[config.mk]
export PLATFORM = sky130hd
export DESIGN_NAME = lbfb_front
export DESIGN_NICKNAME = d
export VERILOG_FILES = /design/src/sv/lbfb_pkg.sv /design/src/sv/lbfb_front.sv
export SDC_FILE = /design/constraint.sdc
export NUM_CORES = 1
export LEC_CHECK = 0
export BUFFER_PORTS_ARGS = -buffer_cell sky130_fd_sc_hd__buf_2
export CAP_MARGIN = 0
export CORE_AREA = 2 2 39 41
export DETAILED_ROUTE_END_ITERATION = 16
export DIE_AREA = 0 0 41 43
export SLEW_MARGIN = 0
export SYNTH_ARGS = -nofsm -noshare
export SYNTH_HDL_FRONTEND = slang
export SYNTH_SLANG_ARGS = --single-unit
export TNS_END_PERCENT = 20
[constraint.sdc]
create_clock -name clk -period 0.87 [get_ports clk]
set_input_delay 0.1305 -clock clk [delete_from_list [all_inputs] [get_ports clk]]
set_output_delay 0.1305 -clock clk [all_outputs]
set_load 0.02 [all_outputs]
[src/sv/lbfb_pkg.sv]
`timescale 1ns / 1ps
`default_nettype none

package lbfb_pkg;

    localparam int LBFB_QUEUE_DEPTH = 2;
    localparam int CHUNK_BYTES = 16;
    localparam int GLYPH_BYTES = 11;
    localparam int CHUNK_W = 8 * CHUNK_BYTES;
    localparam int GLYPH_W = 8 * GLYPH_BYTES;
    localparam int CFG_DATA_W = 48;
    localparam int CFG_INDEX_W = 3;

    localparam logic [7:0] FIRST_GLYPH = 8'h20;
    localparam logic [7:0] LAST_GLYPH = 8'h7E;
    localparam logic [3:0] MODE_MAX = 4'd8;
    localparam logic [47:0] MAGIC = 48'h77616E670000;

    typedef enum logic [CFG_INDEX_W-1:0] {
        REG_FLASH     = 3'd0,
        REG_MARQUEE   = 3'd1,
        REG_SPEED     = 3'd2,
        REG_MODE      = 3'd3,
        REG_GLYPHS    = 3'd4,
        REG_TIMESTAMP = 3'd5
    } reg_index_t;

    typedef struct packed {
        logic        flash;
        logic        marquee;
        logic [2:0]  speed;
        logic [3:0]  mode;
        logic [15:0] glyph_count;
        logic [47:0] timestamp;
    } cfg_t;

    // one classified character
    typedef struct packed {
        logic       hdr;
        logic       glyph_ok;
        logic [6:0] glyph_idx;
        logic       last;
    } cmd_t;

    function automatic logic [GLYPH_W-1:0] font_glyph(input logic [6:0] idx);
        logic [GLYPH_W-1:0] g;
        case (idx)
            7'd0:  g = 88'h0000000000000000000000;
            7'd1:  g = 88'h00183C3C3C181800181800;
            7'd2:  g = 88'h6666222200000000000000;
            7'd3:  g = 88'h006C6CFE6C6CFE6C6C0000;
            7'd4:  g = 88'h107CD6D6701CD6D67C1010;
            7'd5:  g = 88'h006092966C106CD2920C00;
            7'd6:  g = 88'h00386C6C3876DCCCCC7600;
            7'd7:  g = 88'h1818081000000000000000;
            7'd8:  g = 88'h000C183030303030180C00;
            7'd9:  g = 88'h0030180C0C0C0C0C183000;
            7'd10: g = 88'h000000663CFF3C66000000;
            7'd11: g = 88'h00000018187E1818000000;
            7'd12: g = 88'h0000000000000030301020;
            7'd13: g = 88'h0000000000FE0000000000;
            7'd14: g = 88'h0000000000000000303000;
            7'd15: g = 88'h000002060C183060C08000;
            7'd16: g = 88'h007CC6CEDEF6E6C6C67C00;
            7'd17: g = 88'h0018387818181818187E00;
            7'd18: g = 88'h007CC6060C183060C6FE00;
            7'd19: g = 88'h007CC606063C0606C67C00;
            7'd20: g = 88'h000C1C3C6CCCFE0C0C1E00;
            7'd21: g = 88'h00FEC0C0FC060606C67C00;
            7'd22: g = 88'h007CC6C0C0FCC6C6C67C00;
            7'd23: g = 88'h00FEC6060C183030303000;
            7'd24: g = 88'h007CC6C6C67CC6C6C67C00;
            7'd25: g = 88'h007CC6C6C67E0606C67C00;
            7'd26: g = 88'h0000001818000018180000;
            7'd27: g = 88'h0000001818000018180810;
            7'd28: g = 88'h00060C18306030180C0600;
            7'd29: g = 88'h0000007E00007E00000000;
            7'd30: g = 88'h006030180C060C18306000;
            7'd31: g = 88'h007CC6C60C181800181800;
            7'd32: g = 88'h00003C429DA5ADB6403C00;
            7'd33: g = 88'h00386CC6C6FEC6C6C6C600;
            7'd34: g = 88'h00FC6666667C666666FC00;
            7'd35: g = 88'h007CC6C6C0C0C0C6C67C00;
            7'd36: g = 88'h00FC66666666666666FC00;
            7'd37: g = 88'h00FE66626878686266FE00;
            7'd38: g = 88'h00FE66626878686060F000;
            7'd39: g = 88'h007CC6C6C0C0CEC6C67E00;
            7'd40: g = 88'h00C6C6C6C6FEC6C6C6C600;
            7'd41: g = 88'h003C181818181818183C00;
            7'd42: g = 88'h001E0C0C0C0C0CCCCC7800;
            7'd43: g = 88'h00E6666C6C786C6C66E600;
            7'd44: g = 88'h00F060606060606266FE00;
            7'd45: g = 88'h0082C6EEFED6C6C6C6C600;
            7'd46: g = 88'h0086C6E6F6DECEC6C6C600;
            7'd47: g = 88'h007CC6C6C6C6C6C6C67C00;
            7'd48: g = 88'h00FC6666667C606060F000;
            7'd49: g = 88'h007CC6C6C6C6C6D6DE7C06;
            7'd50: g = 88'h00FC6666667C6C6666E600;
            7'd51: g = 88'h007CC6C660380CC6C67C00;
            7'd52: g = 88'h007E7E5A18181818183C00;
            7'd53: g = 88'h00C6C6C6C6C6C6C6C67C00;
            7'd54: g = 88'h00C6C6C6C6C6C66C381000;
            7'd55: g = 88'h00C6C6C6C6D6FEEEC68200;
            7'd56: g = 88'h00C6C66C7C387C6CC6C600;
            7'd57: g = 88'h00666666663C1818183C00;
            7'd58: g = 88'h00FEC6860C183062C6FE00;
            7'd59: g = 88'h003C303030303030303C00;
            7'd60: g = 88'h0080C06030180C06020000;
            7'd61: g = 88'h003C0C0C0C0C0C0C0C3C00;
            7'd62: g = 88'h386CC60000000000000000;
            7'd63: g = 88'h00000000000000000000FF;
            7'd64: g = 88'h1818100800000000000000;
            7'd65: g = 88'h00000000780C7CCCCC7600;
            7'd66: g = 88'h00E060607C666666667C00;
            7'd67: g = 88'h000000007CC6C0C0C67C00;
            7'd68: g = 88'h001C0C0C7CCCCCCCCC7600;
            7'd69: g = 88'h000000007CC6FEC0C67C00;
            7'd70: g = 88'h001C363078303030307800;
            7'd71: g = 88'h00000076CCCCCC7C0CCC78;
            7'd72: g = 88'h00E060606C76666666E600;
            7'd73: g = 88'h0018180038181818183C00;
            7'd74: g = 88'h0C0C001C0C0C0C0CCCCC78;
            7'd75: g = 88'h00E06060666C78786CE600;
            7'd76: g = 88'h0038181818181818183C00;
            7'd77: g = 88'h00000000ECFED6D6D6C600;
            7'd78: g = 88'h00000000DC666666666600;
            7'd79: g = 88'h000000007CC6C6C6C67C00;
            7'd80: g = 88'h000000DC6666667C6060F0;
            7'd81: g = 88'h0000007CCCCCCC7C0C0C1E;
            7'd82: g = 88'h00000000DE76606060F000;
            7'd83: g = 88'h000000007CC6701CC67C00;
            7'd84: g = 88'h00103030FC303030341800;
            7'd85: g = 88'h00000000CCCCCCCCCC7600;
            7'd86: g = 88'h00000000C6C6C66C381000;
            7'd87: g = 88'h00000000C6D6D6D6FE6C00;
            7'd88: g = 88'h00000000C66C38386CC600;
            7'd89: g = 88'h000000C6C6C6C67E060CF8;
            7'd90: g = 88'h00000000FE8C183062FE00;
            7'd91: g = 88'h000E181818701818180E00;
            7'd92: g = 88'h0018181818001818181800;
            7'd93: g = 88'h00701818180E1818187000;
            7'd94: g = 88'h0076DC0000000000000000;
            default: g = '0;
        endcase
        return g;
    endfunction

endpackage

`default_nettype wire

[src/sv/lbfb_front.sv]
`timescale 1ns / 1ps
`default_nettype none

module lbfb_front (
    input  wire logic          clk,
    input  wire logic          rst_n,
    input  wire logic          in_valid,
    output logic               in_stall,
    input  wire logic [7:0]    char_code,
    input  wire logic          end_of_text,
    input  wire logic          q_full,
    output logic               push,
    output lbfb_pkg::cmd_t     push_cmd
);
    import lbfb_pkg::*;

    logic in_message_reg;
    logic in_message_next;
    logic [7:0] rel_code;

    assign in_stall = q_full;
    assign push = in_valid && !q_full;
    assign rel_code = char_code - FIRST_GLYPH;

    always_comb
    begin
        push_cmd.hdr = !in_message_reg;
        push_cmd.glyph_ok = (char_code >= FIRST_GLYPH) && (char_code <= LAST_GLYPH);
        push_cmd.glyph_idx = rel_code[6:0];
        push_cmd.last = end_of_text;
        in_message_next = in_message_reg;
        if (push)
        begin
            in_message_next = !end_of_text;
        end
    end

    always_ff @(posedge clk or negedge rst_n)
    begin
        if (!rst_n)
        begin
            in_message_reg <= 1'b0;
        end
        else
        begin
            in_message_reg <= in_message_next;
        end
    end

endmodule

`default_nettype wire

==> run summary <==
* status: finished, violations left
* violations in the final reports: negative setup slack
* combinational family with the most area after synthesis: simple AND/OR/NAND/NOR gates
* sequential fraction of the synthesis area: 14.6%
* global placement routability congestion: 0.598
* final number of max-transition violations: 0
* slack of the worst reg-to-reg path: 0.24 ns
* complex-gate fraction of the synthesized area: 2.92%
* Post-Synthesis Mean Instance Area: 8.16 sq um
* worst hold start: end_of_text
* cell types occupying the most area after synthesis: buf_4 31%, nor2b_4 16%, dfrtp_1 15%
* FF+latch area: 25.0 sq um
* Floorplan Core Area: 0.00138 sq mm
* total standard cell area after synthesis: 171 sq um
* clock period minus final worst setup slack: 0.990 ns
* setup repair after global routing missed its margin: true
* Synth Area in Adders: 7.30%
* number of global-route vias before repair: 179
* initial standard-cell utilization of the core: 12.4%
* Met1 Wirelength: 134 microns
* count of nets after finishing: 58
* core occupancy in the finished layout: 25.0%
* number of cells produced by synthesis: 21
* non-filler instance count after layout: 58
* ys async rst share: 100%
* full die area: 0.00176 sq mm
* Yosys cell types: 10
* most used flip-flop cell after synthesis: dfrtp_1
* worst setup path category: in -> out
* hold violation count in the final report: 0
* post-route ant nets: 0
* largest voltage drop on the vdd net: 0.258 mV
* Setup Skew: 0 ns
* post-layout worst setup margin: -0.120 ns
* most numerous cell types in the synthesized netlist: 7 x buf_4, 3 x inv_1, 2 x nor2_1, 2 x nor2b_4, 2 x nor3_2
* Vias/cell: 3.67
* post-synthesis mux area share: 0%
* register bit count reported by yosys: 1
* topmost layer with routed signal wires: met3
* combined global-route utilization of all metal layers: 4.41%
* total length of routed wires: 432 microns
* clock insertion delay at the later pin of the skew report: 0 ns
* kind of path behind the tightest hold check: in -> reg
* Post-CTS Setup Inserts: 0
* number of inserted diodes: 0
* sum of net half-perimeters after detailed placement: 371 microns
* Final setup violation count: 1
* number of antenna violations at the first check in global routing: 0
* areal power density over the cells: 700 mW/mm^2
* most common cell in the netlist: buf_4
* Crit. End Element: output pin
* worst setup path start: char_code[6]
* DIE WIDTH: 41 microns
* Final Power: 243 uW
* CP max FO: 2
* TritonRoute pass-1 iters: 1
* clock slew seen by the registers of the worst setup and hold paths: 0 ns
* maximum clock frequency: 1010 MHz
* total met3 wirelength after detailed routing: 89 microns
* routed length on met2: 208 microns
* worst endpoint required time: 0.74 ns
* leakage power summed over all cells: 0.189 nW
* top-area cell type share of the netlist area: 30.7%
* DR WL/cell: 7.45 microns
* number of vias after detailed routing: 213
* data arrival at the endpoint of the critical path: 0.86 ns
* final-layout fill cell count: 147
* Synthesis Warnings: 0
* Post-synth EDFFs: 0
* xor-xnor portion of the synthesized cell area: 0%
* CP cell instances: buf_8 -> buf_6 -> nand4_1 -> nor3_4 -> nor3_4 -> buf_6
* area leader, netlist: buf_4
* number of top-level design ports: 25
* post-synthesis share of cell area spent on and, or, nand and nor gates: 38.0%
* Die Height: 43 microns
* Remaining DRCs: 0
* number of max-cap violations: 0
* flip-flop count of the largest register, all copies and words added: 1
* element type at the critical path start: input pin
* relative area change from synthesis to final layout: 102%
* share of final-layout standard cells stronger than drive strength 1: 76.2%
* slew at the pin with the worst max-slew slack: 0.190 ns
* first-pass GRT wire length: 579 microns
* largest net degree at the start of global routing: 4
* total congestion overflow after global routing: 0
* total placed cells including tap cells: 57
* area occupied by multi-input gates: 108 sq um
* final critical-path share of the clock period: 114%
* Max-Slew Margin vs Limit: 87.3%
* count of buffers from port buffering: 24
* number of nets in the synthesized netlist: 35
* number of DRC markers after the initial detailed-route iteration: 0
* cell type of the slowest stage on the worst timing path: nor3_4
* startpoint of the most critical register-to-register path: in_message_reg
* number of core rows: 14
* maximum single-stage delay on the critical path: 0.24 ns
==> routing by layer <==
metal  vias up  track usage (%)
met5         -                0
met4         0                0
met3         0            0.524
met2        23             10.0
met1        88             3.51
li1        102                -
==> where the power goes <==
group	leakage, nW	switching (mW)	total [mW]	internal (mW)
sequential	0.0110	0.00273	0.0561	0.0534
combinational	0.178	0.0971	0.186	0.0893
clock	0	0	0	0
total	0.189	0.0999	0.243	0.143
==> worst paths after layout <==
kind	endpoint	depth (start not counted)
min in group asynchronous	in_message_reg	2
max in group asynchronous	in_message_reg	2
min	in_message_reg	2
max reg2reg	in_message_reg	2
min reg2reg	in_message_reg	2
max	push_cmd[8]	6
==> repair_timing <==
action,in CTS,in global routing
hold endpoints to repair,1,0
pin swaps,4,0
gates resized for setup,10,0
setup endpoints to repair,1,1
hold buffers,1,0
==> worst max-delay path, delay by kind of cell <==
kind | cells | cell delay, ns
buf+inv | 3 | 0.29
simple gates | 3 | 0.44
==> placed cells by master (no fill, tap or decap) <==
cell	netlist	final
a21oi_1	1	1
buf_2	0	21
buf_4	7	1
buf_6	0	4
buf_8	0	1
dfrtp_1	1	1
dlygate4sd3_1	0	1
ha_4	0	1
inv_1	3	3
nand2_1	1	1
nand4_1	1	1
nor2_1	2	2
nor2b_4	2	2
nor3_4	0	2
==> per-stage QoR <==
stage               worst slack, ns  hold slack, ns  setup TNS [ns]  instance area [sq um]
floorplan                   0.00560          -0.165               0                    178
global placement             -0.246         -0.0928          -0.246                    288
detailed placement           -0.251         -0.0927          -0.251                    288
CTS                          -0.119           0.317          -0.119                    347
global route                 -0.164           0.328          -0.164                    347
finish                       -0.120           0.318          -0.120                    347
==> cells by family (layout without fill, tap and decap cells) <==
| logic type | after synthesis | in the layout |
|---|---|---|
| AOI/OAI and AO/OA | 1 | 1 |
| adders and majority gates | 1 | 1 |
| buffers and inverters | 10 | 31 |
| DFF | 1 | 1 |
| and+or+nand+nor | 8 | 8 |
==> cell type report <==
type	instances	area share (%)
inverters	3	3.25
well taps	16	5.78
flip-flops and latches	1	7.22
multi-input cells	10	31.0
repair buffers	28	52.7
(Power assumes the default switching activity.)
