**src/sv/lbfb_pkg.sv**
```systemverilog
`timescale 1ns / 1ps
`default_nettype none

package lbfb_pkg;

    localparam int LBFB_QUEUE_DEPTH = 2;
    localparam int CHUNK_BYTES = 16;
    localparam int GLYPH_BYTES = 11;
    localparam int CHUNK_W = 8 * CHUNK_BYTES;
    localparam int GLYPH_W = 8 * GLYPH_BYTES;
    localparam int CFG_DATA_W = 48;
    localparam int CFG_INDEX_W = 3;

    localparam logic [7:0] FIRST_GLYPH = 8'h20;
    localparam logic [7:0] LAST_GLYPH = 8'h7E;
    localparam logic [3:0] MODE_MAX = 4'd8;
    localparam logic [47:0] MAGIC = 48'h77616E670000;

    typedef enum logic [CFG_INDEX_W-1:0] {
        REG_FLASH     = 3'd0,
        REG_MARQUEE   = 3'd1,
        REG_SPEED     = 3'd2,
        REG_MODE      = 3'd3,
        REG_GLYPHS    = 3'd4,
        REG_TIMESTAMP = 3'd5
    } reg_index_t;

    typedef struct packed {
        logic        flash;
        logic        marquee;
        logic [2:0]  speed;
        logic [3:0]  mode;
        logic [15:0] glyph_count;
        logic [47:0] timestamp;
    } cfg_t;

    // one classified character
    typedef struct packed {
        logic       hdr;
        logic       glyph_ok;
        logic [6:0] glyph_idx;
        logic       last;
    } cmd_t;

    function automatic logic [GLYPH_W-1:0] font_glyph(input logic [6:0] idx);
        logic [GLYPH_W-1:0] g;
        case (idx)
            7'd0:  g = 88'h0000000000000000000000;
            7'd1:  g = 88'h00183C3C3C181800181800;
            7'd2:  g = 88'h6666222200000000000000;
            7'd3:  g = 88'h006C6CFE6C6CFE6C6C0000;
            7'd4:  g = 88'h107CD6D6701CD6D67C1010;
            7'd5:  g = 88'h006092966C106CD2920C00;
            7'd6:  g = 88'h00386C6C3876DCCCCC7600;
            7'd7:  g = 88'h1818081000000000000000;
            7'd8:  g = 88'h000C183030303030180C00;
            7'd9:  g = 88'h0030180C0C0C0C0C183000;
            7'd10: g = 88'h000000663CFF3C66000000;
            7'd11: g = 88'h00000018187E1818000000;
            7'd12: g = 88'h0000000000000030301020;
            7'd13: g = 88'h0000000000FE0000000000;
            7'd14: g = 88'h0000000000000000303000;
            7'd15: g = 88'h000002060C183060C08000;
            7'd16: g = 88'h007CC6CEDEF6E6C6C67C00;
            7'd17: g = 88'h0018387818181818187E00;
            7'd18: g = 88'h007CC6060C183060C6FE00;
            7'd19: g = 88'h007CC606063C0606C67C00;
            7'd20: g = 88'h000C1C3C6CCCFE0C0C1E00;
            7'd21: g = 88'h00FEC0C0FC060606C67C00;
            7'd22: g = 88'h007CC6C0C0FCC6C6C67C00;
            7'd23: g = 88'h00FEC6060C183030303000;
            7'd24: g = 88'h007CC6C6C67CC6C6C67C00;
            7'd25: g = 88'h007CC6C6C67E0606C67C00;
            7'd26: g = 88'h0000001818000018180000;
            7'd27: g = 88'h0000001818000018180810;
            7'd28: g = 88'h00060C18306030180C0600;
            7'd29: g = 88'h0000007E00007E00000000;
            7'd30: g = 88'h006030180C060C18306000;
            7'd31: g = 88'h007CC6C60C181800181800;
            7'd32: g = 88'h00003C429DA5ADB6403C00;
            7'd33: g = 88'h00386CC6C6FEC6C6C6C600;
            7'd34: g = 88'h00FC6666667C666666FC00;
            7'd35: g = 88'h007CC6C6C0C0C0C6C67C00;
            7'd36: g = 88'h00FC66666666666666FC00;
            7'd37: g = 88'h00FE66626878686266FE00;
            7'd38: g = 88'h00FE66626878686060F000;
            7'd39: g = 88'h007CC6C6C0C0CEC6C67E00;
            7'd40: g = 88'h00C6C6C6C6FEC6C6C6C600;
            7'd41: g = 88'h003C181818181818183C00;
            7'd42: g = 88'h001E0C0C0C0C0CCCCC7800;
            7'd43: g = 88'h00E6666C6C786C6C66E600;
            7'd44: g = 88'h00F060606060606266FE00;
            7'd45: g = 88'h0082C6EEFED6C6C6C6C600;
            7'd46: g = 88'h0086C6E6F6DECEC6C6C600;
            7'd47: g = 88'h007CC6C6C6C6C6C6C67C00;
            7'd48: g = 88'h00FC6666667C606060F000;
            7'd49: g = 88'h007CC6C6C6C6C6D6DE7C06;
            7'd50: g = 88'h00FC6666667C6C6666E600;
            7'd51: g = 88'h007CC6C660380CC6C67C00;
            7'd52: g = 88'h007E7E5A18181818183C00;
            7'd53: g = 88'h00C6C6C6C6C6C6C6C67C00;
            7'd54: g = 88'h00C6C6C6C6C6C66C381000;
            7'd55: g = 88'h00C6C6C6C6D6FEEEC68200;
            7'd56: g = 88'h00C6C66C7C387C6CC6C600;
            7'd57: g = 88'h00666666663C1818183C00;
            7'd58: g = 88'h00FEC6860C183062C6FE00;
            7'd59: g = 88'h003C303030303030303C00;
            7'd60: g = 88'h0080C06030180C06020000;
            7'd61: g = 88'h003C0C0C0C0C0C0C0C3C00;
            7'd62: g = 88'h386CC60000000000000000;
            7'd63: g = 88'h00000000000000000000FF;
            7'd64: g = 88'h1818100800000000000000;
            7'd65: g = 88'h00000000780C7CCCCC7600;
            7'd66: g = 88'h00E060607C666666667C00;
            7'd67: g = 88'h000000007CC6C0C0C67C00;
            7'd68: g = 88'h001C0C0C7CCCCCCCCC7600;
            7'd69: g = 88'h000000007CC6FEC0C67C00;
            7'd70: g = 88'h001C363078303030307800;
            7'd71: g = 88'h00000076CCCCCC7C0CCC78;
            7'd72: g = 88'h00E060606C76666666E600;
            7'd73: g = 88'h0018180038181818183C00;
            7'd74: g = 88'h0C0C001C0C0C0C0CCCCC78;
            7'd75: g = 88'h00E06060666C78786CE600;
            7'd76: g = 88'h0038181818181818183C00;
            7'd77: g = 88'h00000000ECFED6D6D6C600;
            7'd78: g = 88'h00000000DC666666666600;
            7'd79: g = 88'h000000007CC6C6C6C67C00;
            7'd80: g = 88'h000000DC6666667C6060F0;
            7'd81: g = 88'h0000007CCCCCCC7C0C0C1E;
            7'd82: g = 88'h00000000DE76606060F000;
            7'd83: g = 88'h000000007CC6701CC67C00;
            7'd84: g = 88'h00103030FC303030341800;
            7'd85: g = 88'h00000000CCCCCCCCCC7600;
            7'd86: g = 88'h00000000C6C6C66C381000;
            7'd87: g = 88'h00000000C6D6D6D6FE6C00;
            7'd88: g = 88'h00000000C66C38386CC600;
            7'd89: g = 88'h000000C6C6C6C67E060CF8;
            7'd90: g = 88'h00000000FE8C183062FE00;
            7'd91: g = 88'h000E181818701818180E00;
            7'd92: g = 88'h0018181818001818181800;
            7'd93: g = 88'h00701818180E1818187000;
            7'd94: g = 88'h0076DC0000000000000000;
            default: g = '0;
        endcase
        return g;
    endfunction

endpackage

`default_nettype wire

```
**src/sv/lbfb_queue.sv**
```systemverilog
`timescale 1ns / 1ps
`default_nettype none

module lbfb_queue #(
    parameter int DEPTH = lbfb_pkg::LBFB_QUEUE_DEPTH
) (
    input  wire logic          clk,
    input  wire logic          rst_n,
    input  wire logic          push,
    input  wire lbfb_pkg::cmd_t push_cmd,
    input  wire logic          pop,
    output lbfb_pkg::cmd_t     head,
    output logic               empty,
    output logic               full
);
    import lbfb_pkg::*;

    localparam int AW = $clog2(DEPTH);
    localparam int CW = $clog2(DEPTH + 1);

    cmd_t mem [DEPTH];
    logic [AW-1:0] wr_ptr_reg, wr_ptr_next;
    logic [AW-1:0] rd_ptr_reg, rd_ptr_next;
    logic [CW-1:0] count_reg, count_next;

    assign empty = (count_reg == '0);
    assign full = (count_reg == CW'(DEPTH));
    assign head = mem[rd_ptr_reg];

    always_comb
    begin
        wr_ptr_next = wr_ptr_reg;
        rd_ptr_next = rd_ptr_reg;
        count_next = count_reg;
        if (push)
        begin
            wr_ptr_next = (wr_ptr_reg == AW'(DEPTH - 1)) ? '0 : wr_ptr_reg + 1'b1;
        end
        if (pop)
        begin
            rd_ptr_next = (rd_ptr_reg == AW'(DEPTH - 1)) ? '0 : rd_ptr_reg + 1'b1;
        end
        if (push && !pop)
        begin
            count_next = count_reg + 1'b1;
        end
        else if (pop && !push)
        begin
            count_next = count_reg - 1'b1;
        end
    end

    always_ff @(posedge clk)
    begin
        if (push)
        begin
            mem[wr_ptr_reg] <= push_cmd;
        end
    end

    always_ff @(posedge clk or negedge rst_n)
    begin
        if (!rst_n)
        begin
            wr_ptr_reg <= '0;
            rd_ptr_reg <= '0;
            count_reg <= '0;
        end
        else
        begin
            wr_ptr_reg <= wr_ptr_next;
            rd_ptr_reg <= rd_ptr_next;
            count_reg <= count_next;
        end
    end

endmodule

`default_nettype wire

```
**config.mk**
```make
export PLATFORM = sky130hd
export DESIGN_NAME = lbfb_queue
export DESIGN_NICKNAME = d
export VERILOG_FILES = /design/src/sv/lbfb_pkg.sv /design/src/sv/lbfb_queue.sv
export SDC_FILE = /design/constraint.sdc
export NUM_CORES = 1
export LEC_CHECK = 0
export ABC_AREA = 1
export BUFFER_PORTS_ARGS = -buffer_cell sky130_fd_sc_hd__buf_2
export CAP_MARGIN = 20
export CORE_MARGIN = 2
export CORE_UTILIZATION = 45
export CTS_CLUSTER_DIAMETER = 150
export DETAILED_ROUTE_END_ITERATION = 10
export PLACE_DENSITY = 0.73
export SKIP_CTS_REPAIR_TIMING = 1
export SYNTH_ARGS = -nofsm -noshare
export SYNTH_HDL_FRONTEND = slang
export SYNTH_SLANG_ARGS = --single-unit
```
**constraint.sdc**
```tcl
create_clock -name clk -period 1.1 [get_ports clk]
set_input_delay 0.11 -clock clk [delete_from_list [all_inputs] [get_ports clk]]
set_output_delay 0.11 -clock clk [all_outputs]
set_load 0.01 [all_outputs]
```
==> impl_metrics.toml, run 1 <==
[cells_and_area]
drive_above_1_share_pct = 47.1
syn_to_final_growth_pct = 46.0
final_area_um2 = 1410
nNetsFinal = 120
fin_util_pct = 70.4
largest_reg_flops = 20
antenna_cells = 0

[power]
p_total_w = 0.00313
power_density_nw_per_um2 = 2220
leakage_nw = 0.625
ir_drop_uv = 1180

[clocking]
tritoncts = "yes"
cts_buffers = 3
path_clk_slew_ns = 0.12
clkLatencyLatePin_ns = 0.31
clock_path_buffers = 2
numClockSinks = 24
htree_levels = 1
cts-root-buf = "clkbuf_4"

[synth]
ys_async_sr_fraction_pct = 16.7
yosysWarningCount = 0
ys.flop_type = "edfxtp_1"
syn_nets = 71
syn_area_per_cell_um2 = 17.2
synth_edf_count = 20
ys_seq_elements = 24
synth.distinct_cells = 13
netlist_area_um2 = 965
synth_cells = 56
synth_seq_area_share_pct = 72.6

[grt]
grt_use_total_pct = 13.4
antenna_found_initial = 0
grt_max_degree = 14
grt-ovfl-total = 0
grt_pass1_wl_um = 2280
grt_pass1_vias = 512

[worst_setup_path]
cp-start-kind = "register"
critPathMaxFanout = 5
crit_arrival_ns = 1.33
path_cells = "buf_6, mux2_4, buf_6"
cpMaxStageDelayCell = "dfrtp_1"
cp_slowest_stage_delay_ns = 0.44
r2r_end = "mem[0][6]"
crit_top_cell = "buf_6"
rr_startpoint = "wr_ptr_reg"
rrSetupSlack_ns = 0.10
worstPathRequired_ns = 0.99
cp-end-kind = "output port"
path_class = "register to output port"
r2r_cells = 2

[timing]
tns_ns = -3.32
finClkSkew_ns = 0.00526
min_period_over_period_pct = 130
tightest_slew_ns = 0.143
rsz0062_at_grt = "yes"
setup_viol = 10
slew_headroom_pct = 90.5
period_minus_slack_ns = 1.44
finalHoldViolations = 0
slew_viol_final = 0
fmaxAchievable_ghz = 0.697
worst_slack_ns = -0.335

[die]
die_height_um = 50.3
die_w_um = 50.3
ios = 26
num_rows = 16
die_area_um2 = 2530
initial_utilization_pct = 48.2
coreArea_um2 = 2000

[detailed_routing]
route.detailed.vias_per_inst = 4.55
drc = 0
wl_um = 1680
drtAntennaViolNets = 0
drt_iter0_drc = 10
wire_per_inst_um = 12.8
num_vias = 596
drtPass1Iterations = 4

[outcome]
status = "finished with violations"
violations = "setup timing"

[worst_hold_path]
min_path_cells = 2
hold_end = "wr_ptr_reg"
min_from = "push"
worstHoldPathType = "primary input to register"

[place]
io_buffers = 25
gp_congestion = 0.615
dpl_cell_area_um2 = 1170

[flow_run]
cap_violations = 0
==> placed cells by master, fill, tap and decap left out <==
master,count
buf_4,5
inv_1,6
nand3_1,1
dfrtp_2,1
xnor2_1,1
mux2_4,10
nand4_1,1
nor2_2,1
clkbuf_4,3
edfxtp_1,20
xor2_1,2
clkinv_1,1
nand2_1,5
nor2_1,2
buf_6,12
ha_1,1
buf_12,1
inv_2,1
dfrtp_1,3
dlygate4sd3_1,12
buf_2,15
==> critical path: cells and delay by family, from the launching register on <==
kind | cells | cell delay [ns]
mux | 1 | 0.30
buf+inv | 2 | 0.27
flops | 1 | 0.44
==> Yosys cell counts, types with 2 or more instances <==
cell type,count,area (µm²)
dfrtp_1,4,100
xor2_1,2,17.5
edfxtp_1,20,601
nor2_1,3,11.3
inv_1,7,26.3
nand2_1,5,18.8
mux2_4,9,135
==> worst max path at each step <==
stage,start,endpoint,depth (start not counted)
finish,rd_ptr_reg,head[0],3
global route,rd_ptr_reg,head[6],3
CTS,rd_ptr_reg,head[4],3
detailed placement,rd_ptr_reg,head[6],3
global placement,rd_ptr_reg,head[4],3
floorplan,wr_ptr_reg,mem[0][0],1
==> cell type report <==
type                            instances  area, µm²
Clock inverter                          1       3.75
Fill cell                             142        593
Tap cell                               27       33.8
Timing Repair Buffer                   45        388
Sequential cell                        24        702
Clock buffer                            3       22.5
Multi-Input combinational cell         24        233
Inverter                                7       26.3
==> report_power, final <==
group / switching, W / leakage, nW / internal [W]
Combinational: 0.000542 / 0.376 / 0.000862
Clock: 0.000244 / 0.0154 / 0.000133
Sequential: 0.000119 / 0.234 / 0.00123
Total: 0.000904 / 0.625 / 0.00223
==> per-layer routing <==
| layer | track usage (%) | up-vias | part of all wire [%] |
|---|---|---|---|
| met5 | 0 | - | 0 |
| met4 | 10.8 | 0 | 4.1 |
| met3 | 3.87 | 7 | 4.1 |
| met2 | 21.1 | 22 | 52 |
| met1 | 15.0 | 278 | 39 |
| li1 | - | 289 | - |
==> through the flow <==
step	std cells	hold WS [ns]	worst slack, ns
after detailed placement	113	-0.0739	0.00726
after global placement	113	-0.0733	0.0124
after floorplan	56	-0.186	0.0334
final	131	0.0191	-0.335
after CTS	117	-0.426	-0.360
after global routing	131	0.00336	-0.372
==> logic make-up (layout without fill, tap and decap cells) <==
kind of cell	after synthesis	after routing	share of synthesized area, %
flip-flops	24	24	72.6
buffers and inverters	8	56	3.89
multiplexers	10	10	15.2
XOR/XNOR	3	3	2.72
adder cells (fa/ha/maj)	1	1	1.30
AND/OR/NAND/NOR	10	10	4.28
Power figures use the tool's default switching activity.
==> run 2, diff against run 1 <==
--- a/config.mk
+++ b/config.mk
@@ -9,10 +9,11 @@
 export BUFFER_PORTS_ARGS = -buffer_cell sky130_fd_sc_hd__buf_2
 export CAP_MARGIN = 20
 export CORE_MARGIN = 2
-export CORE_UTILIZATION = 45
+export CORE_UTILIZATION = 53
 export CTS_CLUSTER_DIAMETER = 150
 export DETAILED_ROUTE_END_ITERATION = 10
-export PLACE_DENSITY = 0.73
+export PLACE_DENSITY = 0.8
+export SETUP_SLACK_MARGIN = 0.05
 export SKIP_CTS_REPAIR_TIMING = 1
 export SYNTH_ARGS = -nofsm -noshare
 export SYNTH_HDL_FRONTEND = slang
==> constraint.sdc (replaced) <==
create_clock -name clk -period 1.7 [get_ports clk]
set_input_delay 0.17 -clock clk [delete_from_list [all_inputs] [get_ports clk]]
set_output_delay 0.17 -clock clk [all_outputs]
set_load 0.01 [all_outputs]
==> run 2 against run 1 <==
The flow now finishes without violations. Sequential share of layout area is 9.8 points higher. Clock-buffer cell count increased by 1. Clock power is 36% lower.
==> impl_metrics.toml, run 2 (same netlist as run 1, synthesis figures left out) <==
[outcome]
status = "finished clean"

[die]
ios = 26
die_w_um = 46.7
num_rows = 15
coreArea_um2 = 1730
die_area_um2 = 2180
initial_utilization_pct = 55.9
die_height_um = 46.7

[place]
dp.cells = 109
io_buffers = 25
gp_congestion = 0.632

[detailed_routing]
drtPass1Iterations = 4
wl_um = 1260
wire_per_inst_um = 11.0
route.detailed.vias_per_inst = 4.48
num_vias = 511
drt_iter0_drc = 7
drtAntennaViolNets = 0
drc = 0

[grt]
grt_max_degree = 14
antenna_found_initial = 0
grt_pass1_vias = 473
grt-ovfl-total = 0
grt_pass1_wl_um = 1850
grt_use_total_pct = 13.1

[cells_and_area]
layout.cells.non_filler = 114
multi_input_area_um2 = 226
syn_to_final_growth_pct = 21.9
fin_util_pct = 68.1
antenna_cells = 0
seq_area_um2 = 701
final_common_cell = "buf_2"
largest_reg_flops = 20
layout_common_cells = "25 x buf_2, 20 x edfxtp_1, 9 x mux2_4"
nFillCells = 137
nNetsFinal = 105
drive_above_1_share_pct = 47.2

[timing]
slew_headroom_pct = 73.4
rsz0062_at_grt = "no"
tightest_slew_ns = 0.398
setup_viol = 0
period_minus_slack_ns = 1.47
fmaxAchievable_ghz = 0.681
fin_hold_ws_ns = 0.0487
finClkSkew_ns = 0.00198
tns_ns = 0
min_period_over_period_pct = 86.4
slew_viol_final = 0
finalHoldViolations = 0

[clocking]
numClockSinks = 24
htree_levels = 1
clock_path_buffers = 2
cts_buffers = 3
cts-root-buf = "clkbuf_4"
tritoncts = "yes"
path_clk_slew_ns = 0.12
clkLatencyLatePin_ns = 0.30

[worst_setup_path]
cp-start-kind = "register"
path_class = "register to output port"
rrSetupSlack_ns = 0.60
worstPathRequired_ns = 1.53
cp-end-kind = "output port"
critPathMaxFanout = 6
crit_arrival_ns = 1.30

[power]
combPwrFrac_pct = 37.0
power_density_nw_per_um2 = 1480
seqPwrFrac_pct = 49.2
internal_power_w = 0.00123
leakage_nw = 0.529
p_sw_w = 0.000510
clkPwrFrac_pct = 13.8
swShare_pct = 29.3
ir_drop_uv = 828

[worst_hold_path]
worstHoldPathType = "primary input to register"

[flow_run]
cap_violations = 0
run 2: changes by cell type in the layout (fill, tap and decap cells not counted), sizes merged:
cell | before | now
dlygate4sd3 | 12 | 1
clkbuf | 3 | 4
clkinv | 1 | 0
buf | 33 | 29
run 2: worst max-delay path: stages, from the launching register on:
cell     delay [ns]
dfrtp_1        0.39
buf_4          0.17
mux2_4         0.30
buf_2          0.14
run 2: worst paths after layout:
path	start	to	depth (start not counted)
worst max-delay path	rd_ptr_reg	head[9]	3
worst min-delay path	push_cmd[9]	mem[1][9]	1
worst max register to register	wr_ptr_reg	mem[1][1]	2
worst min register to register	wr_ptr_reg	wr_ptr_reg	1
max in group asynchronous	rst_n	rd_ptr_reg	2
min in group asynchronous	rst_n	count_reg[0]	2
run 2: final cells by class:
cell class	count	share of cell area, %
flip-flops and latches	24	59.6
multi-input cells	24	19.3
repair buffers	30	14.0
well taps	25	2.66
clock buffers	4	2.23
inverters	7	2.23
run 2: per-stage QoR:
stage | setup WS, ns | cell area, µm² | power [W]
final | 0.231 | 1180 | 0.00174
after global routing | 0.194 | 1180 | 0.00185
after CTS | 0.222 | 1170 | 0.00176
after detailed placement | 0.566 | 1140 | 0.00152
after global placement | 0.572 | 1140 | 0.00151
after floorplan | 0.468 | 965 | 0.00130
run 2: layer usage:
metal  GRT usage [%]  up-vias  part of all wire, %
met5               0        -                    0
met4            6.67        0                 0.80
met3            4.71        2                  6.1
met2            21.1       17                   51
met1            15.2      232                   42
li1                -      260                    -
run 2: power by group through the flow:
stage,combinational (W),clock [W],sequential [W]
6_report,0.000644,0.000241,0.000857
5_1_grt,0.000705,0.000263,0.000876
4_1_cts,0.000651,0.000248,0.000858
3_5_place_dp,0.000653,0,0.000870
3_3_place_gp,0.000639,0,0.000866
2_1_floorplan,0.000445,0,0.000860
==> run 3, diff against run 2 <==
--- a/config.mk
+++ b/config.mk
@@ -9,10 +9,11 @@
 export BUFFER_PORTS_ARGS = -buffer_cell sky130_fd_sc_hd__buf_2
 export CAP_MARGIN = 20
 export CORE_MARGIN = 2
-export CORE_UTILIZATION = 53
+export CORE_UTILIZATION = 57
+export CTS_BUF_LIST = sky130_fd_sc_hd__clkbuf_8
 export CTS_CLUSTER_DIAMETER = 150
 export DETAILED_ROUTE_END_ITERATION = 10
-export PLACE_DENSITY = 0.8
+export PLACE_DENSITY = 0.86
 export SETUP_SLACK_MARGIN = 0.05
 export SKIP_CTS_REPAIR_TIMING = 1
 export SYNTH_ARGS = -nofsm -noshare
==> run 3 against run 2 <==
Largest power group unchanged. Wire length is 11% higher. Largest cell class unchanged. Clock power up 99%. Critical path type unchanged. Cell area is 2.2% higher.
==> impl_metrics.toml, run 3 (same netlist as run 1, synthesis figures left out) <==
[cells_and_area]
syn_to_final_growth_pct = 24.6
layout_common_cells = "25 x buf_2, 20 x edfxtp_1, 9 x mux2_4"
final_common_cell = "buf_2"
antenna_cells = 0
largest_reg_flops = 20
nNetsFinal = 104
drive_above_1_share_pct = 47.7
fin_util_pct = 78.0

[grt]
grt_pass1_vias = 491
grt-ovfl-total = 0
antenna_found_initial = 0
grt_use_total_pct = 15.8
grt_pass1_wl_um = 2190
grt_max_degree = 15

[clocking]
clkLatencyLatePin_ns = 0.26
path_clk_slew_ns = 0.08
tritoncts = "yes"
clock_path_buffers = 2
cts-root-buf = "clkbuf_8"
htree_levels = 1
numClockSinks = 24
cts_buffers = 3

[worst_setup_path]
path_cells = "buf_4, mux2_2, buf_2"
worstPathRequired_ns = 1.53
critPathMaxFanout = 6
path_delay_family = "flip-flops"
cp-start-kind = "register"
path_class = "register to output port"
cp-end-kind = "output port"
cpMaxStageDelayCell = "dfrtp_1"
worst-path-buf-inv = 2
crit_arrival_ns = 1.25
cp_slowest_stage_delay_ns = 0.35

[timing]
period_minus_slack_ns = 1.42
slew_viol_final = 0
setup_viol = 0
rsz0062_at_grt = "no"
finalHoldViolations = 0
slew_headroom_pct = 72.9
tightest_slew_ns = 0.407
fmaxAchievable_ghz = 0.706
min_period_over_period_pct = 83.3
tns_ns = 0
finClkSkew_ns = 0.00271

[die]
initial_utilization_pct = 62.6
die_area_um2 = 2040
num_rows = 14
coreArea_um2 = 1540
die_w_um = 45.1
die_height_um = 45.1
ios = 26

[detailed_routing]
wire_per_inst_um = 13.4
num_vias = 542
drtPass1Iterations = 4
route.detailed.vias_per_inst = 5.21
drc = 0
drtAntennaViolNets = 0
drt_iter0_drc = 11
wl_um = 1400

[flow_run]
cap_violations = 0

[power]
ir_drop_uv = 1120
power_density_nw_per_um2 = 1640
leakage_nw = 0.545

[place]
io_buffers = 25
place_hpwl_um = 1060
gp_congestion = 0.796

[outcome]
status = "finished clean"

[worst_hold_path]
worstHoldPathType = "primary input to register"
## run 3: area by class of cell
class | count | area [µm²]
inverter | 7 | 26.3
multi-input combinational | 24 | 226
sequential | 24 | 701
clock inverter | 1 | 30.0
timing repair buffer | 29 | 158
clock buffer | 3 | 41.3
fill | 97 | 339
tap | 16 | 20.0
## run 3: stage by stage
| stage | instance area, µm² | setup slack (ns) | instances | power (W) | hold WS, ns |
|---|---|---|---|---|---|
| floorplan | 965 | 0.468 | 56 | 0.00130 | -0.126 |
| detailed placement | 1120 | 0.556 | 99 | 0.00152 | -0.0194 |
| CTS | 1190 | 0.272 | 103 | 0.00199 | -0.298 |
| finish | 1200 | 0.284 | 104 | 0.00198 | 0.0944 |
| global placement | 1120 | 0.575 | 99 | 0.00149 | -0.0183 |
| global route | 1200 | 0.240 | 104 | 0.00208 | 0.0790 |
## run 3: layer usage
| metal | GRT usage, % | vias up | wire, µm |
|---|---|---|---|
| li1 | - | 259 | - |
| met1 | 17.1 | 267 | 539 |
| met2 | 27.1 | 16 | 768 |
| met3 | 7.20 | 0 | 90 |
| met4 | 5.29 | 0 | 0 |
| met5 | 0 | - | 0 |
## run 3: power by group
group	switching [W]	internal, W
Sequential	0.0000671	0.000796
Clock	0.000165	0.000314
Combinational	0.000298	0.000338
Total	0.000530	0.00145
## run 3: final timing paths
path / start / to / slack (ns) / cells past startpoint
min in group asynchronous: rst_n / count_reg[0] / 0.24 / 2
worst min register to register: count_reg[1] / count_reg[1] / 0.51 / 2
worst max-delay path: rd_ptr_reg / head[5] / 0.28 / 3
worst min-delay path: push_cmd[8] / mem[0][8] / 0.09 / 1
max in group asynchronous: rst_n / rd_ptr_reg / 1.34 / 2
worst max register to register: wr_ptr_reg / mem[1][4] / 0.60 / 2
